$ cat src/rtl/base32_stream_encoder_macros.svh
// Assertion macros for the base32 stream encoder.
`ifndef BASE32_STREAM_ENCODER_MACROS_SVH
`define BASE32_STREAM_ENCODER_MACROS_SVH

// Same-cycle implication, sampled on the rising clock edge, off during reset.
`define B32E_ASSERT_NOW(lbl, ante, cons, msg) \
   lbl: assert property (@(posedge clock) disable iff (reset) (ante) |-> (cons)) \
      else $error(msg);

// Next-cycle implication, sampled on the rising clock edge, off during reset.
`define B32E_ASSERT_NEXT(lbl, ante, cons, msg) \
   lbl: assert property (@(posedge clock) disable iff (reset) (ante) |=> (cons)) \
      else $error(msg);

`endif

$ cat src/rtl/b32e_pkg.sv
// Types, constants and the character function shared by the base32 encoder.
package b32e_pkg;

   localparam int unsigned SYM_W = 5;
   localparam int unsigned SLOTS = 3;

   localparam logic [7:0]       CHAR_A        = 8'h41;
   localparam logic [7:0]       CHAR_TWO      = 8'h32;
   localparam logic [SYM_W-1:0] LETTER_COUNT  = 5'd26;

   typedef struct packed {
      logic [7:0] data_byte;
      logic       last_byte;
   } req_type;

   typedef struct packed {
      logic [7:0] out_char;
      logic       run_end;
      logic       message_end;
   } rsp_type;

   // One decoded byte: up to three symbols, how many are live, end of message.
   typedef struct packed {
      logic [SLOTS-1:0][SYM_W-1:0] syms;
      logic [1:0]                  count;
      logic                        last;
   } job_type;

   typedef struct packed {
      logic full;
      logic empty;
   } fifo_stat_type;

   typedef struct packed {
      logic [2:0] leftover_count;
   } front_stat_type;

   function automatic logic [7:0] b32_char(input logic [SYM_W-1:0] v);
      logic [7:0] res;
      if (v < LETTER_COUNT) begin
         res = CHAR_A + {3'b000, v};
      end else begin
         res = CHAR_TWO + {3'b000, v} - {3'b000, LETTER_COUNT};
      end
      return res;
   endfunction

endpackage

$ cat src/rtl/b32e_front.sv
// Front end: takes bytes, joins them to leftover bits and splits out 5-bit groups.
module b32e_front
   import b32e_pkg::*;
(
   input  logic           clock,
   input  logic           reset,
   input  logic           req_valid,
   output logic           req_ready,
   input  req_type        req_data,
   input  fifo_stat_type  fifo_stat,
   output logic           push,
   output job_type        job,
   output front_stat_type front_stat
);

   logic [3:0]  lo_bits_ff, lo_bits_in;
   logic [2:0]  lo_cnt_ff, lo_cnt_in;
   logic [11:0] acc;
   logic [3:0]  n;
   logic [14:0] al;
   logic        two_groups;
   logic [2:0]  rem;
   logic        pad;
   logic [3:0]  rem_mask;

   always_comb begin
      acc        = {lo_bits_ff, req_data.data_byte};
      n          = {1'b0, lo_cnt_ff} + 4'd8;
      al         = 15'({acc, 3'b000} << (3'd4 - lo_cnt_ff));
      two_groups = (n >= 4'd10);
      rem        = two_groups ? 3'(n - 4'd10) : 3'(n - 4'd5);
      pad        = req_data.last_byte && (rem != 3'd0);
      rem_mask   = 4'((5'd1 << rem) - 5'd1);

      job.syms[0] = al[14:10];
      job.syms[1] = al[9:5];
      job.syms[2] = al[4:0];
      job.count   = (two_groups ? 2'd2 : 2'd1) + {1'b0, pad};
      job.last    = req_data.last_byte;

      req_ready = !fifo_stat.full;
      push      = req_valid && !fifo_stat.full;

      lo_bits_in = lo_bits_ff;
      lo_cnt_in  = lo_cnt_ff;
      if (push) begin
         if (req_data.last_byte) begin
            lo_bits_in = 4'd0;
            lo_cnt_in  = 3'd0;
         end else begin
            lo_bits_in = acc[3:0] & rem_mask;
            lo_cnt_in  = rem;
         end
      end

      front_stat.leftover_count = lo_cnt_ff;
   end

   always_ff @(posedge clock) begin
      if (reset) begin
         lo_bits_ff <= 4'd0;
         lo_cnt_ff  <= 3'd0;
      end else begin
         lo_bits_ff <= lo_bits_in;
         lo_cnt_ff  <= lo_cnt_in;
      end
   end

endmodule

$ cat src/rtl/b32e_fifo.sv
// Short queue of decoded jobs between the front and back ends.
module b32e_fifo
   import b32e_pkg::*;
#(
   parameter int unsigned DEPTH = 4
) (
   input  logic          clock,
   input  logic          reset,
   input  logic          push,
   input  job_type       job_in,
   input  logic          pop,
   output job_type       job_out,
   output fifo_stat_type stat
);

   localparam int unsigned PW = $clog2(DEPTH);
   localparam int unsigned CW = $clog2(DEPTH + 1);
   localparam logic [PW-1:0] LAST_PTR = PW'(DEPTH - 1);
   localparam logic [CW-1:0] FULL_CNT = CW'(DEPTH);

   job_type         mem [DEPTH];
   logic [PW-1:0]   wr_ptr_ff, wr_ptr_in;
   logic [PW-1:0]   rd_ptr_ff, rd_ptr_in;
   logic [CW-1:0]   cnt_ff, cnt_in;
   logic            do_push, do_pop;

   always_comb begin
      stat.full  = (cnt_ff == FULL_CNT);
      stat.empty = (cnt_ff == '0);
      do_push    = push && !stat.full;
      do_pop     = pop && !stat.empty;
      job_out    = mem[rd_ptr_ff];

      wr_ptr_in = wr_ptr_ff;
      rd_ptr_in = rd_ptr_ff;
      cnt_in    = cnt_ff;
      if (do_push) begin
         wr_ptr_in = (wr_ptr_ff == LAST_PTR) ? '0 : wr_ptr_ff + 1'b1;
      end
      if (do_pop) begin
         rd_ptr_in = (rd_ptr_ff == LAST_PTR) ? '0 : rd_ptr_ff + 1'b1;
      end
      if (do_push && !do_pop) begin
         cnt_in = cnt_ff + 1'b1;
      end else if (do_pop && !do_push) begin
         cnt_in = cnt_ff - 1'b1;
      end
   end

   always_ff @(posedge clock) begin
      if (do_push) begin
         mem[wr_ptr_ff] <= job_in;
      end
   end

   always_ff @(posedge clock) begin
      if (reset) begin
         wr_ptr_ff <= '0;
         rd_ptr_ff <= '0;
         cnt_ff    <= '0;
      end else begin
         wr_ptr_ff <= wr_ptr_in;
         rd_ptr_ff <= rd_ptr_in;
         cnt_ff    <= cnt_in;
      end
   end

endmodule

$ cat src/rtl/b32e_back.sv
// Back end: walks each job's symbols; one character per unstalled cycle.
module b32e_back
   import b32e_pkg::*;
(
   input  logic          clock,
   input  logic          reset,
   input  job_type       job,
   input  fifo_stat_type fifo_stat,
   output logic          pop,
   output logic          rsp_valid,
   input  logic          rsp_ready,
   output rsp_type       rsp_data
);

   logic [1:0]       idx_ff, idx_in;
   logic             rsp_valid_ff, rsp_valid_in;
   rsp_type          rsp_ff, rsp_in;
   logic             load;
   logic             final_sym;
   logic [SYM_W-1:0] sym;

   always_comb begin
      unique case (idx_ff)
         2'd0:    sym = job.syms[0];
         2'd1:    sym = job.syms[1];
         default: sym = job.syms[2];
      endcase

      load      = !fifo_stat.empty && (!rsp_valid_ff || rsp_ready);
      final_sym = (idx_ff == job.count - 2'd1);
      pop       = load && final_sym;

      rsp_in             = rsp_ff;
      rsp_valid_in       = rsp_ready ? 1'b0 : rsp_valid_ff;
      idx_in             = idx_ff;
      if (load) begin
         rsp_in.out_char    = b32_char(sym);
         rsp_in.run_end     = final_sym;
         rsp_in.message_end = final_sym && job.last;
         rsp_valid_in       = 1'b1;
         idx_in             = final_sym ? 2'd0 : idx_ff + 2'd1;
      end

      rsp_valid = rsp_valid_ff;
      rsp_data  = rsp_ff;
   end

   always_ff @(posedge clock) begin
      rsp_ff <= rsp_in;
   end

   always_ff @(posedge clock) begin
      if (reset) begin
         idx_ff       <= 2'd0;
         rsp_valid_ff <= 1'b0;
      end else begin
         idx_ff       <= idx_in;
         rsp_valid_ff <= rsp_valid_in;
      end
   end

endmodule

$ cat src/rtl/base32_stream_encoder.sv
// Top level of the streaming base32 encoder.
//
// Input channel req_*: one message byte per item with a flag on its final byte.
// Output channel rsp_*: one ASCII base32 character per item ('A'-'Z', '2'-'7'),
// most significant bits first, no '=' padding. run_end marks the last character
// caused by a byte, message_end the final character of the message.
// Each byte gives one to three characters; the output stage hands out one
// character per cycle while the receiver is ready, so sustained throughput is
// set by the single-character output register.
// An accepted byte is first written into the job queue; when nothing waits ahead
// of it, its first character is then loaded into the output register.
// The front end takes a new byte every cycle while the job queue has room
// (FIFO_DEPTH jobs), independent of the output side.
// When the receiver stalls the character holds in the output register, the
// queue fills, and req_ready drops once it is full.
// Reset clears the leftover bits, the queue and the output valid; a new
// message starts after reset and after every byte flagged last.
`include "base32_stream_encoder_macros.svh"

module base32_stream_encoder
   import b32e_pkg::*;
#(
   parameter int unsigned FIFO_DEPTH = 4
) (
   input  logic    clock,
   input  logic    reset,
   input  logic    req_valid,
   output logic    req_ready,
   input  req_type req_data,
   output logic    rsp_valid,
   input  logic    rsp_ready,
   output rsp_type rsp_data
);

   fifo_stat_type  fifo_stat;
   front_stat_type front_stat;
   job_type        job_wr, job_rd;
   logic           push, pop;

   b32e_front u_front (
      .clock      (clock),
      .reset      (reset),
      .req_valid  (req_valid),
      .req_ready  (req_ready),
      .req_data   (req_data),
      .fifo_stat  (fifo_stat),
      .push       (push),
      .job        (job_wr),
      .front_stat (front_stat)
   );

   b32e_fifo #(
      .DEPTH (FIFO_DEPTH)
   ) u_fifo (
      .clock   (clock),
      .reset   (reset),
      .push    (push),
      .job_in  (job_wr),
      .pop     (pop),
      .job_out (job_rd),
      .stat    (fifo_stat)
   );

   b32e_back u_back (
      .clock     (clock),
      .reset     (reset),
      .job       (job_rd),
      .fifo_stat (fifo_stat),
      .pop       (pop),
      .rsp_valid (rsp_valid),
      .rsp_ready (rsp_ready),
      .rsp_data  (rsp_data)
   );

   `B32E_ASSERT_NOW(a_leftover_range, 1'b1, front_stat.leftover_count <= 3'd4, "leftover count above four")
   `B32E_ASSERT_NEXT(a_last_clears, req_valid && req_ready && req_data.last_byte, front_stat.leftover_count == 3'd0, "leftover not cleared after last byte")
   `B32E_ASSERT_NOW(a_msg_end_run_end, rsp_valid && rsp_data.message_end, rsp_data.run_end, "message end without run end")
   `B32E_ASSERT_NOW(a_alphabet, rsp_valid, (rsp_data.out_char >= CHAR_A && rsp_data.out_char <= 8'h5A) || (rsp_data.out_char >= CHAR_TWO && rsp_data.out_char <= 8'h37), "character outside alphabet")

endmodule

$ cat config.mk
export PLATFORM = sky130hd
export DESIGN_NAME = base32_stream_encoder
export DESIGN_NICKNAME = d
export VERILOG_FILES = /design/src/rtl/b32e_pkg.sv /design/src/rtl/b32e_front.sv /design/src/rtl/b32e_fifo.sv /design/src/rtl/b32e_back.sv /design/src/rtl/base32_stream_encoder.sv
export VERILOG_INCLUDE_DIRS = /design/src /design/src/rtl
export SDC_FILE = /design/constraint.sdc
export NUM_CORES = 1
export LEC_CHECK = 0
export BUFFER_PORTS_ARGS = -buffer_cell sky130_fd_sc_hd__buf_4
export CORE_ASPECT_RATIO = 1.2
export CORE_MARGIN = 1.5
export CORE_UTILIZATION = 55
export DETAILED_ROUTE_END_ITERATION = 10
export GPL_TIMING_DRIVEN = 0
export PLACE_DENSITY = 0.78
export SKIP_LAST_GASP = 1
export SYNTH_ARGS = -nofsm -noshare
export SYNTH_HDL_FRONTEND = slang
export SYNTH_SLANG_ARGS = --single-unit
$ cat constraint.sdc
create_clock -name clock -period 2.85 [get_ports clock]
set_clock_uncertainty 0.15 [all_clocks]
set_input_delay 0.285 -clock clock [delete_from_list [all_inputs] [get_ports clock]]
set_output_delay 0.285 -clock clock [all_outputs]
set_load 0.01 [all_outputs]
# ---- Word level (Yosys, flattened, before mapping)
# Memories as Yosys holds them, arrays and structs flattened. A register that Yosys moved wholly into a read port is not among the register bits.
# Cells that the tools add are included.
dict set report word_totals {
  in_bits 13
  ff_bits 27
  wordCells 73
  ram_bits 72
  mem_count 1
}
# memory depth width read_ports rd_ports_with_merged_regs wr line_no
set memory_table {}
lappend memory_table {u_fifo.mem 4 18 1 1 1 b32e_fifo.sv:21} ;# job_type mem [DEPTH];
dict set report op_classes {
  mux 17
  shifts 2
  n_eq_ne 5
  n_addsub 15
  reduce_logical 20
  bitwise 1
  order_cmp 2
}
# op n
set ops {}
lappend ops {{15-bit by 3-bit << shifter with 15-bit output} 1}
lappend ops {{2-bit 2-to-1 mux} 6}
lappend ops {{3-bit 2-to-1 mux} 4}
lappend ops {{5-bit one-hot mux with 2 select lines} 1}
lappend ops {{1-bit logical AND} 9}
lappend ops {{7-bit by 5-bit adder with 8-bit output, first input constant} 1}
lappend ops {{8-bit 2-to-1 mux} 1}
lappend ops {{8-bit by 5-bit subtractor with 8-bit output, second input constant} 1}
lappend ops {{6-bit by 5-bit adder with 7-bit output, first input constant} 1}
lappend ops {{2-bit by 1-bit adder with 2-bit output, second input constant} 3}
lappend ops {{1-bit logical NOT} 5}
lappend ops {{5-bit < comparator, second input constant} 1}
lappend ops {{3-bit by 4-bit adder with 4-bit output, second input constant} 1}
lappend ops {{4-bit bitwise AND} 1}
lappend ops {{2-bit == test, second input constant} 2}
lappend ops {{4-bit >= comparator, second input constant} 1}
lappend ops {{1-bit 2-to-1 mux} 4}
lappend ops {{4-bit 2-to-1 mux} 1}
lappend ops {{2-bit nonzero test} 2}
lappend ops {{1-bit by 3-bit << shifter with 4-bit output, first input constant} 1}
lappend ops {{4-bit by 1-bit subtractor with 4-bit output, second input constant} 1}
lappend ops {{3-bit by 1-bit adder with 3-bit output, second input constant} 1}
lappend ops {{3-bit == test, second input constant} 1}
lappend ops {{3-bit logical NOT} 1}
lappend ops {{other kinds (11)} 11}

# ---- Depth between registers and ports, before layout
# Gate-level depths: netlist (run 1).
dict set report logic_depth {
  word_depth 8
  depth_mapped 12
  ltp_nobuf 11
}

# ---- Modules after synthesis
# Synthesis (run 1) repeated with hierarchy kept, for this count alone.
dict set report hier_totals {
  hier_cells 333
  area_unflattened_um2 4724.5
}
# mod cells_each area_per_inst_um2 seq_area_each_um2 n_inst
set by_module_without_submodules {}
lappend by_module_without_submodules {b32e_fifo 144 3099.2 2342.2 1}
lappend by_module_without_submodules {b32e_front 123 913.4 140.1 1}
lappend by_module_without_submodules {b32e_back 66 711.9 330.3 1}

# ---- Least setup slack after synthesis (run 1)
# Ideal clock, no wire load.
dict set report synth_timing {
  path_kind {register to register}
  start {register u_front.lo_cnt_ff[0], in the netlist u_front.front_stat[0]}
  end {memory u_fifo.mem[0][12] (netlist bit), data pin}
  t_arrival_ps 2487
  setup_time_ps 281
  slack_ps -69
  path_stages_with_launch 10
  cell_sequence {dfxtp_1 -> clkbuf_1 -> clkinv_1 -> ha_1 -> clkbuf_1 -> clkbuf_1 -> mux2i_1 -> nor2_1 -> a21oi_1 -> mux2i_1}
}
# item line_no
set synth_rtl {}
lappend synth_rtl {{from (decl)} b32e_front.sv:17} ;# logic [2:0] lo_cnt_ff, lo_cnt_in;
lappend synth_rtl {{from (signal assigned)} b32e_front.sv:65} ;# lo_cnt_ff <= lo_cnt_in;
lappend synth_rtl {{to (decl)} b32e_fifo.sv:21}

==> impl_metrics.toml, run 1 <==
[finish]
seq_area_um2 = 2487
nFillCells = 580
nets = 424
area_growth_pct = 14.43
drive_gt1_frac = 0.2183
n_antenna_cell = 0
multi_input_area_um2 = 1916

[pwr]
powerDensity_nw_per_um2 = 1028
p_total_w = 0.005250
total_leakage_power_nw = 1.853
peakVddDrop_mv = 0.3901

[placement]
place_hpwl_um = 5962
port_buffers = 23
pre_cts_ws_ns = -0.6535
gp_congestion = 0.9020

[floorplan]
start_util = 0.5727
die_y_um = 101.7
die_x_um = 85.25
io_pins = 25
coreArea_um2 = 7795
num_rows = 35
die-area_um2 = 8669

[grt]
grt_pass1_wl_um = 13460
top_usage_layer = "met2"
met3_usage = 0.03749
antenna_found_initial = 0
grt_max_degree = 18
grtUsageMet2 = 0.3755
grtUsageMet1 = 0.2379
gr-total-overflow = 0
grt_pass1_vias = 2826
track_usage = 0.2041

[clock_tree]
clkTransAtPathRegs_ns = 0.08
cts_made_buffers = 9
htree_levels = 3
cts.sinks = 89
clock_latency_ns = 0.35
cts_tree = "done"
clk_path_buf_depth = 2
cts-root-buf = "clkbuf_8"

[timing]
fin_ws_ns = 0.06047
slew-limit-headroom = 0.4537
setup_tns_ns = 0
hold_violations = 0
rsz0062_at_grt = "yes"
fin_crit_sh = 0.9788
min_period_ns = 2.790
tightest_slew_ns = 0.8195
slew_viol_final = 0
finalSetupViolCount = 0
max_freq_mhz = 358.5

[drt]
ant_nets = 0
wl_per_cell_um = 17.25
drc = 1
totalWireLength_um = 8382
first_iter_violations = 190
via_count = 2871
routed_via_density = 5.907
dr.pass1.iters = 8

[logic_synthesis]
yosys.area.top_type = "edfxtp_1"
synth_edf_count = 70
syn_inst = 350
synth-seq-cells = 89
synthTopCellsByArea = "edfxtp_1 (47%), dfxtp_1 (8.5%), mux2i_1 (5.8%)"
syn-cell-area_um2 = 4464
async_flop_share = 0
synth.avg_cell_area_um2 = 12.76
ys_seq_area_frac = 0.5561
synth_cell_types = 59
syn_nets = 384
ys.flop_type = "edfxtp_1"
yosysTopAreaCellShare = 0.4709
yosysWarnings = 0

[min_path]
worstHoldStart = "rsp_ready"
hold_path.class = "input port to register"

[worst_setup_path]
crit_path_end_kind = "register"
critPathKind = "register to register"
regToRegSetupSlack_ns = 0.06
crit_path_start_kind = "register"
required_ns = 2.99
crit_arrival_ns = 2.92
path_max_fanout = 6

[outcome]
violations = "design-rule violations"
status = "finished with violations"

[run]
timing.max_cap.violations = 0
per-layer routing:
layer / vias to the layer above / share of wire / wire length (um)
met4: 0 / 0.012 / 101
li1: 1401 / - / -
met3: 11 / 0.043 / 362
met2: 73 / 0.53 / 4441
met5: - / 0 / 0
met1: 1386 / 0.41 / 3477
report_power, final:
group | internal, W | switching [W] | leakage [nW]
Clock | 0.000486 | 0.000409 | 0.101
Combinational | 0.00108 | 0.00132 | 0.943
Sequential | 0.00184 | 0.000115 | 0.809
Total | 0.00341 | 0.00184 | 1.85
cells in the mapped netlist (all sizes together) (2+ instances only):
library cell and n:
mux2i 27, mux2 6, o211ai 3, or3b 2, or3 5, nor3 12
and2 5, nor2b 4, o22ai 6, o22a 2, and4 2, nor4 2
xor2 6, a21oi 15, clkbuf 9, buf 6, nand3 4, inv 16
a2bb2oi 2, nor2 12, a31o 2, xnor2 5, mux4 8, nor3b 2
edfxtp 70, nand4b 2, dfxtp 19, a31oi 2, nand2b 5, o21ai 17
ha 20, nand2 27, and3 7
final timing paths:
check                     endpoint  cells after the start
min reg2reg  u_front.lo_bits_ff[3]                      2
max               u_fifo.cnt_ff[2]                     10
max reg2reg       u_fifo.cnt_ff[2]                     10
min               u_back.rsp_valid                      4
cell type report:
class | instances | share of cell area
plain buffers | 14 | 0.01886
clock buffers | 11 | 0.02572
clock inverters | 4 | 0.01347
inverters | 17 | 0.01298
multi-input cells | 229 | 0.3750
flip-flops and latches | 89 | 0.4869
well taps | 92 | 0.02253
repair buffers | 30 | 0.04457
cells in the final DEF (no fill, tap or decap), drive strengths merged, types with 3 or more instances in the layout:
cell type and n:
mux2 6, and2 5, o211ai 3, buf 36, or3 5, mux2i 27
nor2 12, nand2b 5, xnor2 5, nand2 27, nand3 4, mux4 8
xor2 6, dfxtp 19, clkbuf 18, nor2b 4, nor3 12, o21ai 17
and3 7, a21oi 15, inv 17, o22ai 6, ha 20, edfxtp 70
cell families after synthesis:
kind of cell,share of synthesized area
XOR/XNOR,0.02326
AND/OR/NAND/NOR,0.1172
flip-flops,0.5561
AO/OA/AOI/OAI,0.08521
multiplexers,0.1222
adder cells (fa/ha/maj),0.06054
buffers and inverters,0.03559
sequential cells by signal, indices dropped and copies added, names as in the netlist, named ones only:
register	count
u_fifo.cnt_ff	3
u_fifo.wr_ptr_ff	2
u_fifo.rd_ptr_ff	2
u_front.front_stat	3
u_back.rsp_valid	1
u_back.rsp_data	10
u_back.idx_ff	2
u_front.lo_bits_ff	4
u_fifo.mem	60
critical path, cell delays in order (launching register included):
cell and delay, ns:
dfxtp_4 0.38, mux4_2 0.57, xnor2_4 0.17, mux2i_4 0.21, nand2_2 0.12, ha_4 0.15, inv_2 0.04, fa_2 0.33
xor2_1 0.17, or3_1 0.32, a21oi_2 0.12
per-stage QoR:
| step | hold WS [ns] | instance area, um^2 | instances | util |
|---|---|---|---|---|
| final | 0.05767 | 5109 | 486 | 0.6554 |
| after floorplan | 0.2339 | 4466 | 350 | - |
| after detailed placement | 0.3097 | 4753 | 465 | 0.6098 |
| after global placement | 0.3084 | 4753 | 465 | 0.6098 |
| after CTS | 0.04297 | 5017 | 482 | 0.6437 |
| after global routing | 0.08454 | 5109 | 486 | 0.6554 |
repair_timing:
item,4_1_cts,5_1_grt
hold buffers,1,0
endpoints found under the setup margin,65,38
setup buffers,2,4
gates resized for setup,14,18
pin swaps,1,4
endpoints found under the hold margin,4,0
No activity file was read; power rests on OpenSTA's default activity.
==> run 2: changes to the inputs <==
--- a/config.mk
+++ b/config.mk
@@ -10,9 +10,11 @@
 export CORE_ASPECT_RATIO = 1.2
 export CORE_MARGIN = 1.5
 export CORE_UTILIZATION = 55
+export CTS_CLUSTER_SIZE = 25
 export DETAILED_ROUTE_END_ITERATION = 10
+export GPL_ROUTABILITY_DRIVEN = 0
 export GPL_TIMING_DRIVEN = 0
-export PLACE_DENSITY = 0.78
+export PLACE_DENSITY = 0.76
 export SKIP_LAST_GASP = 1
 export SYNTH_ARGS = -nofsm -noshare
 export SYNTH_HDL_FRONTEND = slang
==> run 2 against run 1 <==
Wire length increased by 0.32%. Power increased by 0.87%. Count of clock-buffer cells in the layout is 4 higher. Final area is 0.96% higher. The flow still finishes with violations (design-rule violations). Clock power about the same.
==> impl_metrics.toml, run 2 (same netlist as run 1, synthesis figures left out) <==
[grt]
grt_pass1_vias = 2755
antenna_found_initial = 0
grt_max_degree = 18
gr-total-overflow = 0
track_usage = 0.2021
grt_pass1_wl_um = 13070

[clock_tree]
htree_levels = 3
clk_path_buf_depth = 2
cts_made_buffers = 9
cts-root-buf = "clkbuf_8"
clock_latency_ns = 0.35
cts.sinks = 89
cts_tree = "done"
clkTransAtPathRegs_ns = 0.09

[min_path]
worstHoldStart = "rsp_ready"
hold_end = "u_back.rsp_valid"
hold_path_depth = 4
hold_path.class = "input port to register"

[worst_setup_path]
required_ns = 2.98
slowest_delay_ns = 0.56
crit_path_end_kind = "register"
path_max_fanout = 6
reg2reg_to = "u_fifo.cnt_ff[2]"
path_cells = "mux4_2 > xnor2_4 > mux2i_4 > nand2_2 > ha_4 > inv_2 > fa_2 > xor2_1 > or3_1 > a21oi_1"
reg2reg_depth = 10
critPathKind = "register to register"
crit_arrival_ns = 2.96
crit_path_start_kind = "register"
regToRegSetupSlack_ns = 0.02
slowest_stage = "mux4_2"

[finish]
area_growth_pct = 15.53
final_common_cell = "edfxtp_1"
final_cell_mix = "edfxtp_1 (70), buf_4 (31), mux2i_1 (26)"
largestRegisters = "u_fifo.mem (60), u_back.rsp_data (10), u_front.lo_bits_ff (4)"
design_area_um2 = 5157
final_util = 0.6616
drive_gt1_frac = 0.2286
nets = 427
top_register = "u_fifo.mem"
n_antenna_cell = 0
nFillCells = 566
largest_reg_flops = 60

[timing]
slew_viol_final = 0
fin_crit_sh = 0.9922
rsz0062_at_grt = "yes"
whs_ns = 0.06048
setup_tns_ns = 0
hold_violations = 0
tightest_slew_ns = 0.8744
min_period_ns = 2.828
finalSetupViolCount = 0
fin_ws_ns = 0.02232
max_freq_mhz = 353.6
slew-limit-headroom = 0.4171

[pwr]
clkPwrFrac = 0.169
seqPwrFrac = 0.369
intPower_w = 0.003441
p_sw_frac = 0.3502
total_leakage_power_nw = 1.881
peakVddDrop_mv = 0.3853
p_sw_w = 0.001855
power_frac_comb = 0.462
powerDensity_nw_per_um2 = 1027

[floorplan]
die-area_um2 = 8669
io_pins = 25
start_util = 0.5727
die_y_um = 101.7
num_rows = 35
die_x_um = 85.25
coreArea_um2 = 7795

[drt]
routed.top_layer = "met4"
totalWireLength_um = 8409
wl_met2_um = 4347
via_count = 2848
drt-met1-wl_um = 3591
dr_wl_met3_um = 268
ant_nets = 0
dr.pass1.iters = 8
routed_via_density = 5.812
wl_per_cell_um = 17.16
first_iter_violations = 144
drc = 2

[placement]
place_hpwl_um = 5897
postPlaceCellArea_um2 = 4753
pre_cts_ws_ns = -0.5972
port_buffers = 23

[run]
timing.max_cap.violations = 0

[outcome]
violations = "design-rule violations"
status = "finished with violations"
run 2: metrics by stage:
| stage | cells | power [W] |
|---|---|---|
| 2_1_floorplan | 350 | 0.003561 |
| 3_3_place_gp | 465 | 0.004039 |
| 3_5_place_dp | 465 | 0.004112 |
| 4_1_cts | 487 | 0.005100 |
| 5_1_grt | 490 | 0.005643 |
| 6_report | 490 | 0.005296 |
run 2: repair_timing:
| item | in CTS | in global routing |
|---|---|---|
| gates resized for setup | 10 | 20 |
| endpoints found under the hold margin | 4 | 0 |
| hold buffers | 1 | 0 |
| setup buffers | 6 | 3 |
| pin swaps | 2 | 7 |
| endpoints found under the setup margin | 65 | 46 |
run 2: routing by layer:
layer  up-vias  GRT usage
met2        70     0.3669
li1       1404          -
met4         0     0.1047
met1      1355     0.2269
met3        19    0.03667
met5         -          0
run 2: worst max-delay path: cells and delay by family (launching register included):
kind / cells / cell delay (ns)
multiplexers: 2 / 0.78
XOR/XNOR: 2 / 0.34
flip-flops: 1 / 0.38
AO/OA/AOI/OAI: 1 / 0.12
AND/OR/NAND/NOR: 2 / 0.44
buffers and inverters: 1 / 0.04
adder cells (fa/ha/maj): 2 / 0.51
run 2: how the worst max path moves through the flow:
stage,from,to,slack [ns],cells past startpoint
floorplan,register,u_fifo.cnt_ff[2],0.02,10
global placement,u_front.front_stat[0],u_fifo.mem[0][6],-0.51,9
finish,register,u_fifo.cnt_ff[2],0.02,10
detailed placement,u_front.front_stat[0],u_fifo.mem[1][11],-0.60,9
CTS,u_back.idx_ff[1],u_back.rsp_data[8],-0.001,9
global route,register,u_fifo.cnt_ff[2],-0.1,10
run 2: power by group through the flow:
stage	logic [W]	registers, W	clock network (W)
5_1_grt	0.00270	0.00198	0.000963
6_report	0.00245	0.00195	0.000896
4_1_cts	0.00224	0.00195	0.000914
3_3_place_gp	0.00208	0.00196	0
2_1_floorplan	0.00157	0.00199	0
3_5_place_dp	0.00213	0.00198	0
run 2: final cells by class:
class / count / area (um^2) / share of cell area
clock inverters: 1 / 5.005 / 0.0009704
clock buffers: 15 / 210.2 / 0.04076
flip-flops and latches: 89 / 2487 / 0.4823
plain buffers: 14 / 96.34 / 0.01868
inverters: 17 / 66.31 / 0.01286
repair buffers: 33 / 254.0 / 0.04925
multi-input cells: 229 / 1923 / 0.3729
well taps: 92 / 115.1 / 0.02232
==> run 3: changes to the inputs <==
--- a/config.mk
+++ b/config.mk
@@ -14,8 +14,10 @@
 export DETAILED_ROUTE_END_ITERATION = 10
 export GPL_ROUTABILITY_DRIVEN = 0
 export GPL_TIMING_DRIVEN = 0
-export PLACE_DENSITY = 0.76
+export PLACE_DENSITY_LB_ADDON = 0.2
 export SKIP_LAST_GASP = 1
+export SLEW_MARGIN = 10
 export SYNTH_ARGS = -nofsm -noshare
 export SYNTH_HDL_FRONTEND = slang
 export SYNTH_SLANG_ARGS = --single-unit
+export TNS_END_PERCENT = 100
==> run 3 against run 2 <==
The flow still finishes with violations (design-rule violations). Power down 2.1%. Count of clock-buffer cells in the layout down 1. Sequential cell count unchanged. First-iteration DRC count down 32%. Worst setup slack better by 0.050 ns. Non-clock buffer count down 2. Sequential share of layout area up 0.42 points. Clock power down 10%. Highest routed layer unchanged.
==> impl_metrics.toml, run 3 (same netlist as run 1, synthesis figures left out) <==
[floorplan]
die_x_um = 85.25
die_y_um = 101.7
io_pins = 25
num_rows = 35
start_util = 0.5727
die-area_um2 = 8669
coreArea_um2 = 7795

[timing]
max_freq_mhz = 360.0
fin_ws_ns = 0.07254
tightest_slew_ns = 0.9113
slew_viol_final = 0
min_period_ns = 2.777
hold_violations = 0
fin_crit_sh = 0.9745
finalSetupViolCount = 0
setup_tns_ns = 0
slew-limit-headroom = 0.3925

[finish]
nets = 425
final_cell_mix = "edfxtp_1 (70), buf_4 (30), nand2_1 (25)"
top_register = "u_fifo.mem"
n_antenna_cell = 0
area_growth_pct = 14.52
final_common_cell = "edfxtp_1"
largestRegisters = "u_fifo.mem (60), u_back.rsp_data (10), u_front.lo_bits_ff (4)"
largest_reg_flops = 60
drive_gt1_frac = 0.2399

[clock_tree]
cts-root-buf = "clkbuf_8"
clkTransAtPathRegs_ns = 0.08
cts.sinks = 89
cts_made_buffers = 9
cts_tree = "done"
clk_path_buf_depth = 2
htree_levels = 3
clock_latency_ns = 0.35

[pwr]
total_leakage_power_nw = 1.864
peakVddDrop_mv = 0.4000
powerDensity_nw_per_um2 = 1014

[outcome]
violations = "design-rule violations"
status = "finished with violations"

[placement]
pre_cts_ws_ns = -0.6304
port_buffers = 23
place_hpwl_um = 6101

[worst_setup_path]
slowest_stage = "mux4_2"
required_ns = 2.98
worst-path-buf-inv = 1
crit_path_start_kind = "register"
crit_arrival_ns = 2.90
critPathKind = "register to register"
reg2reg_depth = 10
reg2reg_to = "u_fifo.cnt_ff[2]"
cpLargestDelayFamily = "multiplexers"
path_max_fanout = 6
path_cells = "mux4_2 > xnor2_2 > mux2i_4 > nand2_2 > ha_4 > inv_4 > fa_2 > xor2_1 > or3_1 > a21oi_1"
crit_path_end_kind = "register"
slowest_delay_ns = 0.53
regToRegSetupSlack_ns = 0.07

[min_path]
hold_end = "u_back.rsp_valid"
hold_path_depth = 4
hold_path.class = "input port to register"
worstHoldStart = "rsp_ready"

[grt]
grt_pass1_vias = 2793
gr-total-overflow = 0
antenna_found_initial = 0
grt_max_degree = 18
track_usage = 0.2086
grt_pass1_wl_um = 13700

[run]
timing.max_cap.violations = 0

[drt]
routed_via_density = 5.918
first_iter_violations = 98
via_count = 2888
dr.pass1.iters = 7
wl_per_cell_um = 17.61
drc = 1
totalWireLength_um = 8592
ant_nets = 0
## run 3: area by class of cell
class                   instances  area [um^2]
clock buffers                  14        173.9
repair buffers                 31        235.2
plain buffers                  14        96.34
multi-input cells             229         1924
clock inverters                 2        11.26
inverters                      17        68.82
fillers                       597         2683
well taps                      92        115.1
flip-flops and latches         89         2487
## run 3: worst register-to-register path, stage by stage, from the launching register on
cell and delay [ns]:
dfxtp_4 0.37, mux4_2 0.53, xnor2_2 0.18, mux2i_4 0.21
nand2_2 0.12, ha_4 0.17, inv_4 0.03, fa_2 0.34
xor2_1 0.17, or3_1 0.30, a21oi_1 0.12
## run 3: metal layers
layer  share of wire  wire length [um]  track usage  up-vias
li1                -                 -            -     1395
met1            0.43              3685       0.2485     1410
met2            0.52              4494       0.3748       68
met3           0.029               253      0.03260       15
met4           0.019               159      0.09079        0
met5               0                 0            0        -
## run 3: stage by stage
stage	cells	instance area [um^2]	util	total power [W]	hold WS, ns
after floorplan	350	4466	-	0.003561	0.2339
after CTS	482	4985	0.6395	0.004988	0.06805
after global routing	488	5112	0.6559	0.005525	0.08240
final	488	5112	0.6559	0.005186	0.08442
after detailed placement	465	4757	0.6103	0.004128	0.3100
after global placement	465	4753	0.6098	0.004062	0.3092
## run 3: how the worst max path moves through the flow
stage,end,slack [ns],cells past startpoint,from
6_report,u_fifo.cnt_ff[2],0.07,10,register
5_1_grt,u_back.rsp_data[6],-0.06,11,register
4_1_cts,u_back.rsp_data[6],-0.05,11,register
3_5_place_dp,u_fifo.mem[1][6],-0.63,9,u_front.front_stat[0]
3_3_place_gp,u_fifo.mem[1][6],-0.58,9,u_front.front_stat[0]
2_1_floorplan,u_fifo.cnt_ff[2],0.02,10,register
## run 3: where the power goes
| part | switching [W] | internal, W | total, W |
|---|---|---|---|
| Sequential | 0.000109 | 0.00184 | 0.00195 |
| Clock | 0.000410 | 0.000395 | 0.000804 |
| Combinational | 0.00134 | 0.00109 | 0.00243 |
| Total | 0.00186 | 0.00333 | 0.00519 |
## run 3: what timing repair did
item | CTS | global route
pin swaps | 0 | 5
endpoints found under the hold margin | 4 | 0
hold buffers | 1 | 0
cloned | 0 | 0
setup buffers | 1 | 6
gates resized for setup | 12 | 22
endpoints found under the setup margin | 64 | 39
